===== config.mk =====
export PLATFORM = sky130hd
export DESIGN_NAME = enms_nms_core
export DESIGN_NICKNAME = d
export VERILOG_FILES = /design/src/assert_macros.svh /design/src/enms_pkg.sv /design/src/enms_nms_core.sv
export SDC_FILE = /design/constraint.sdc
export NUM_CORES = 1
export LEC_CHECK = 0
export BUFFER_PORTS_ARGS = -buffer_cell sky130_fd_sc_hd__buf_2
export CORE_ASPECT_RATIO = 2
export CORE_UTILIZATION = 43
export DETAILED_ROUTE_END_ITERATION = 16
export PLACE_DENSITY = 0.78
export SLEW_MARGIN = 20
export SYNTH_ARGS = -nofsm -noshare
export SYNTH_HDL_FRONTEND = slang
export SYNTH_SLANG_ARGS = --single-unit

===== constraint.sdc =====
create_clock -name vclk -period 6.44
set_input_delay 1.288 -clock vclk [all_inputs]
set_output_delay 1.288 -clock vclk [all_outputs]
set_load 0.02 [all_outputs]

===== src/assert_macros.svh =====
// Concurrent assertion helpers, compiled out for synthesis.
`ifndef ASSERT_MACROS_SVH
`define ASSERT_MACROS_SVH
`ifndef SYNTHESIS
`define ASSERT_IMPL(label, clk, rstn, ante, cons, msg) \
    label: assert property (@(posedge clk) disable iff (!rstn) (ante) |-> (cons)) \
        else $error(msg);
`define ASSERT_NEXT(label, clk, rstn, ante, cons, msg) \
    label: assert property (@(posedge clk) disable iff (!rstn) (ante) |=> (cons)) \
        else $error(msg);
`else
`define ASSERT_IMPL(label, clk, rstn, ante, cons, msg)
`define ASSERT_NEXT(label, clk, rstn, ante, cons, msg)
`endif
`endif


===== src/enms_pkg.sv =====
package enms_pkg;

    localparam int MAG_W      = 8;
    localparam int DIR_W      = 13;
    localparam int ROW_W      = 12;
    localparam int COL_W      = 10;
    localparam int POS_W      = 13;
    localparam int CFG_IDX_W  = 4;
    localparam int CFG_DATA_W = 16;
    localparam int IMG_W_BITS = 11;
    localparam int IMG_H_BITS = 13;

    localparam int IMG_W_RESET = 1024;
    localparam int IMG_H_RESET = 1024;
    localparam int MIN_DIM     = 3;
    localparam int MAX_HEIGHT  = 4096;

    localparam logic [CFG_IDX_W-1:0] REG_IMAGE_WIDTH  = CFG_IDX_W'(0);
    localparam logic [CFG_IDX_W-1:0] REG_IMAGE_HEIGHT = CFG_IDX_W'(1);

    // angles in 1/16 degree
    localparam logic signed [DIR_W:0] ANG_FULL = 14'sd5760;
    localparam logic signed [DIR_W:0] ANG_HALF = 14'sd2880;
    localparam logic signed [DIR_W:0] ANG_A    = 14'sd360;
    localparam logic signed [DIR_W:0] ANG_B    = 14'sd1080;
    localparam logic signed [DIR_W:0] ANG_C    = 14'sd1800;
    localparam logic signed [DIR_W:0] ANG_D    = 14'sd2520;

    typedef struct packed {
        logic [MAG_W-1:0] magnitude;
        logic [DIR_W-1:0] direction;
        logic             frame_start;
    } in_t;

    typedef struct packed {
        logic [MAG_W-1:0] suppressed_value;
        logic [ROW_W-1:0] out_row;
        logic [COL_W-1:0] out_col;
        logic             frame_last;
    } out_t;

    typedef struct packed {
        logic [MAG_W-1:0] top;
        logic [MAG_W-1:0] mid;
        logic [MAG_W-1:0] bot;
    } col_t;

    typedef struct packed {
        logic [MAG_W-1:0] upper;
        logic [MAG_W-1:0] mid;
        logic [DIR_W-1:0] dir;
    } line_t;

endpackage


===== src/enms_nms_core.sv =====
module enms_nms_core (
    input  enms_pkg::col_t                    left,
    input  enms_pkg::col_t                    centre,
    input  enms_pkg::col_t                    right,
    input  logic [enms_pkg::DIR_W-1:0]        centre_dir,
    output logic [enms_pkg::MAG_W-1:0]        value
);

    typedef enum logic [1:0] {
        DIR_HORZ,
        DIR_DIAG_POS,
        DIR_VERT,
        DIR_DIAG_NEG
    } dir_class_t;

    logic signed [enms_pkg::DIR_W:0] ang_raw;
    logic signed [enms_pkg::DIR_W:0] ang;
    dir_class_t                      cls;
    logic [enms_pkg::MAG_W-1:0]      n1;
    logic [enms_pkg::MAG_W-1:0]      n2;

    assign ang_raw = $signed({1'b0, centre_dir});
    assign ang     = (ang_raw > enms_pkg::ANG_HALF) ? ang_raw - enms_pkg::ANG_FULL : ang_raw;

    always_comb begin
        if ((ang > -enms_pkg::ANG_A && ang <= enms_pkg::ANG_A) ||
            ang > enms_pkg::ANG_D || ang <= -enms_pkg::ANG_D) begin
            cls = DIR_HORZ;
        end else if ((ang > -enms_pkg::ANG_B && ang <= -enms_pkg::ANG_A) ||
                     (ang > enms_pkg::ANG_C && ang <= enms_pkg::ANG_D)) begin
            cls = DIR_DIAG_POS;
        end else if ((ang > -enms_pkg::ANG_C && ang <= -enms_pkg::ANG_B) ||
                     (ang > enms_pkg::ANG_B && ang <= enms_pkg::ANG_C)) begin
            cls = DIR_VERT;
        end else begin
            cls = DIR_DIAG_NEG;
        end
    end

    always_comb begin
        case (cls)
            DIR_HORZ: begin
                n1 = left.mid;
                n2 = right.mid;
            end
            DIR_DIAG_POS: begin
                n1 = right.top;
                n2 = left.bot;
            end
            DIR_VERT: begin
                n1 = centre.top;
                n2 = centre.bot;
            end
            default: begin
                n1 = left.top;
                n2 = right.bot;
            end
        endcase
    end

    assign value = (centre.mid > n1 && centre.mid > n2) ? centre.mid : '0;

endmodule


==> reports/summary.txt <==
GLOBAL ROUTING
--------------------------------------------------------------------------------
Via count of the first global-routing pass                                  2733
Met1 usage in global routing                                               31.1%
Global-route wire length before repair                                  12600 µm
Global routing's busiest layer                                              met2
Number of antenna violations at the first check in global routing              0
GRT met3 Usage                                                             17.5%
Met2 demand-to-capacity share in global routing                            68.4%
Pin count of the biggest net entering global routing                          15
Global-route congestion overflow total                                         0
Tot GR Track Use                                                           39.5%

LOGIC SYNTHESIS
--------------------------------------------------------------------------------
Number of instances in the synthesized netlist                               227
Netlist area before placement                                           1720 µm²
Net count of the mapped netlist                                              331
Synth warnings                                                                 0
Avg Cell Area, Syn                                                      7.58 µm²
Portion of the post-synthesis area used by sequential elements                0%
Synth cell types                                                              68

PWR
--------------------------------------------------------------------------------
Total power divided by cell area                                      151 nW/µm²
Maximum ir drop on the vdd rail                                        0.0800 mV
Static leakage                                                        0.00132 µW

LAYOUT
--------------------------------------------------------------------------------
Filler Cells Inserted                                                        281
Storage cell area                                                          0 µm²
Number of antenna repair diodes                                                0
Area growth from synthesis to layout                                       72.8%
Area of all placed cells without fillers                                2980 µm²
Total Nets Final                                                             469
Clock buffer count                                                             0
Final std cells w/o fill                                                     414
Fraction of final layout cells sized beyond drive strength 1               60.9%
Number of flip-flops and latches                                               0

STA
--------------------------------------------------------------------------------
Final slew viol count                                                          0
Aggregate negative setup slack                                          -2090 ps
Final worst-path setup slack                                             -268 ps
Unrepaired setup endpoints after global routing                             true
Achievable frequency                                                     149 MHz
Count of endpoints failing setup in the final report                           8
Worst slew margin                                                          69.7%
Final critical delay including setup and external delays                 6710 ps
Worst Tran Pin Value                                                      453 ps
Count of final hold-check violations                                           0
Ratio of final minimum period to clock period                               104%

CRITICAL PATH
--------------------------------------------------------------------------------
WP data required                                                         5150 ps
Buf+Inv Stages, Crit Path                                                      5
Standard cell with the maximum stage delay on the critical path           or4b_4
Delay of the slowest cell on the worst path                               530 ps
Crit path arrival time                                                   5420 ps
Critical path cell sequence                                         buf_6 -> or4b_4 -> or4_4 -> a41oi_4 -> buf_6 -> a21oi_4 -> o221ai_2 -> and4b_1 -> buf_6 -> nand2_8 -> buf_4 -> a2bb2oi_2 -> ha_2 -> nor2b_4 -> o21a_1 -> o21ai_2 -> nand2b_1 -> a21oi_2 -> o21ai_2 -> and3_4 -> and2_4 -> buf_6
Type of element launching the critical path                            input pin
Critical path class                                                 input pin to output port
Critical-path maximum fanout                                                   8
Crit end category                                                    output port
Cell class contributing the biggest share of worst-path delay       simple AND/OR/NAND/NOR gates
Cell repeated most along the worst path                                    buf_6

PLACED DESIGN
--------------------------------------------------------------------------------
Number of port buffers                                                        93
Placer's final routability congestion estimate                              1.06
HPWL after DPL                                                           5800 µm
Placement Cell Area                                                     2510 µm²
Number of instances in the placed design                                     403

ROUTING
--------------------------------------------------------------------------------
Aggregate routed wire length                                             8870 µm
Via-per-instance ratio                                                      6.43
Total number of vias                                                        2664
Detailed Route Iter0 Violations                                              134
First-pass DRT Iterations                                                      4
Post-detailed-route DRC marker count                                           0
Routed wire length per instance                                          21.4 µm
Antenna violation net count after detailed routing                             0

OUTCOME
--------------------------------------------------------------------------------
Failing checks                                                      negative setup slack
Result of the run                                                   complete, but fails checks

CLOCK TREE
--------------------------------------------------------------------------------
Number of buffers added to fix hold violations after cts                       0

FLOORPLAN
--------------------------------------------------------------------------------
I/O pin count                                                                 93
Placeable Area                                                          3840 µm²
DIE AREA                                                                4280 µm²
Die Height                                                               91.5 µm
Horizontal extent of the die                                             46.7 µm
Initial cell density of the core                                           44.8%
Row cnt                                                                       32

JOB
--------------------------------------------------------------------------------
Max Cap Viol                                                                   0

WORST HOLD PATH
--------------------------------------------------------------------------------
Path type of the worst min-delay path                               input pin to output port

cells in the final DEF, fill, tap and decap left out, drive strengths merged, types with 3 or more instances in the layout:
master and instances:
nand2 8, o221ai 3, o2bb2ai 13, nand4 5, o21ai 27, inv 5, ha 19, a31oi 3
nor2b 5, nand2b 7, a21o 5, nor3 3, nor2 11, nand3 6, o21a 3, a22oi 16
a21oi 14, and2 10, buf 152
metrics by stage:
step	setup slack (ps)	hold slack, ps	total power, µW	util (%)
6_report	-268	2910	450	77.4
5_1_grt	-496	2920	479	77.4
4_1_cts	-51.1	2900	385	72.5
3_5_place_dp	-284	2920	323	65.3
3_3_place_gp	-220	2920	315	65.3
2_1_floorplan	164	2760	205	-
cell type report:
type | instances | area [µm²] | area share (%)
well taps | 51 | 63.8 | 2.14
multi-input cells | 206 | 1880 | 63.2
inverters | 5 | 18.8 | 0.631
repair buffers | 152 | 1010 | 34.0
power breakdown:
group	internal, µW	total (µW)	switching (µW)	leakage [µW]
Clock	0	0	0	0
Sequential	0	0	0	0
Combinational	219	450	231	0.00132
Total	219	450	231	0.00132
routing by layer:
layer / wire [µm] / vias to the layer above
li1: - / 1188
met1: 2710 / 1202
met2: 4570 / 191
met3: 755 / 83
met4: 829 / 0
met5: 0 / -
timing repair:
action	CTS	global route
gates resized for setup	53	31
endpoints found under the hold margin	0	0
buffers inserted	5	6
endpoints found under the setup margin	8	8
pin swaps	23	20
logic make-up (layout without fill, tap and decap cells):
logic type | count (synthesis) | in the layout | synth area share [%]
adder cells (fa/ha/maj) | 19 | 19 | 13.8
XOR/XNOR | 3 | 3 | 1.53
buffers and inverters | 21 | 157 | 6.90
AND/OR/NAND/NOR | 76 | 76 | 27.5
AO/OA/AOI/OAI | 108 | 108 | 50.3
final timing paths:
check,start,endpoint,cells past startpoint,slack [ps]
max,centre_dir[4],value[1],22,-270
min,centre[8],value[0],3,2910
cell usage after synthesis (all sizes together), types with 5 or more instances:
cell      n  area, µm²
nand4     5       31.3
nor2b     5       31.3
a21oi    14       73.8
a22oi    16        120
nand3     6       35.0
o21ai    27        135
inv       5       18.8
clkbuf    6       22.5
nor2     11       41.3
ha       19        238
nand2b    7       43.8
nand2     8       40.0
o2bb2ai  13        176
and2     10       65.1
a21o      5       37.5
buf      10       77.6
(Power assumes the default switching activity.)
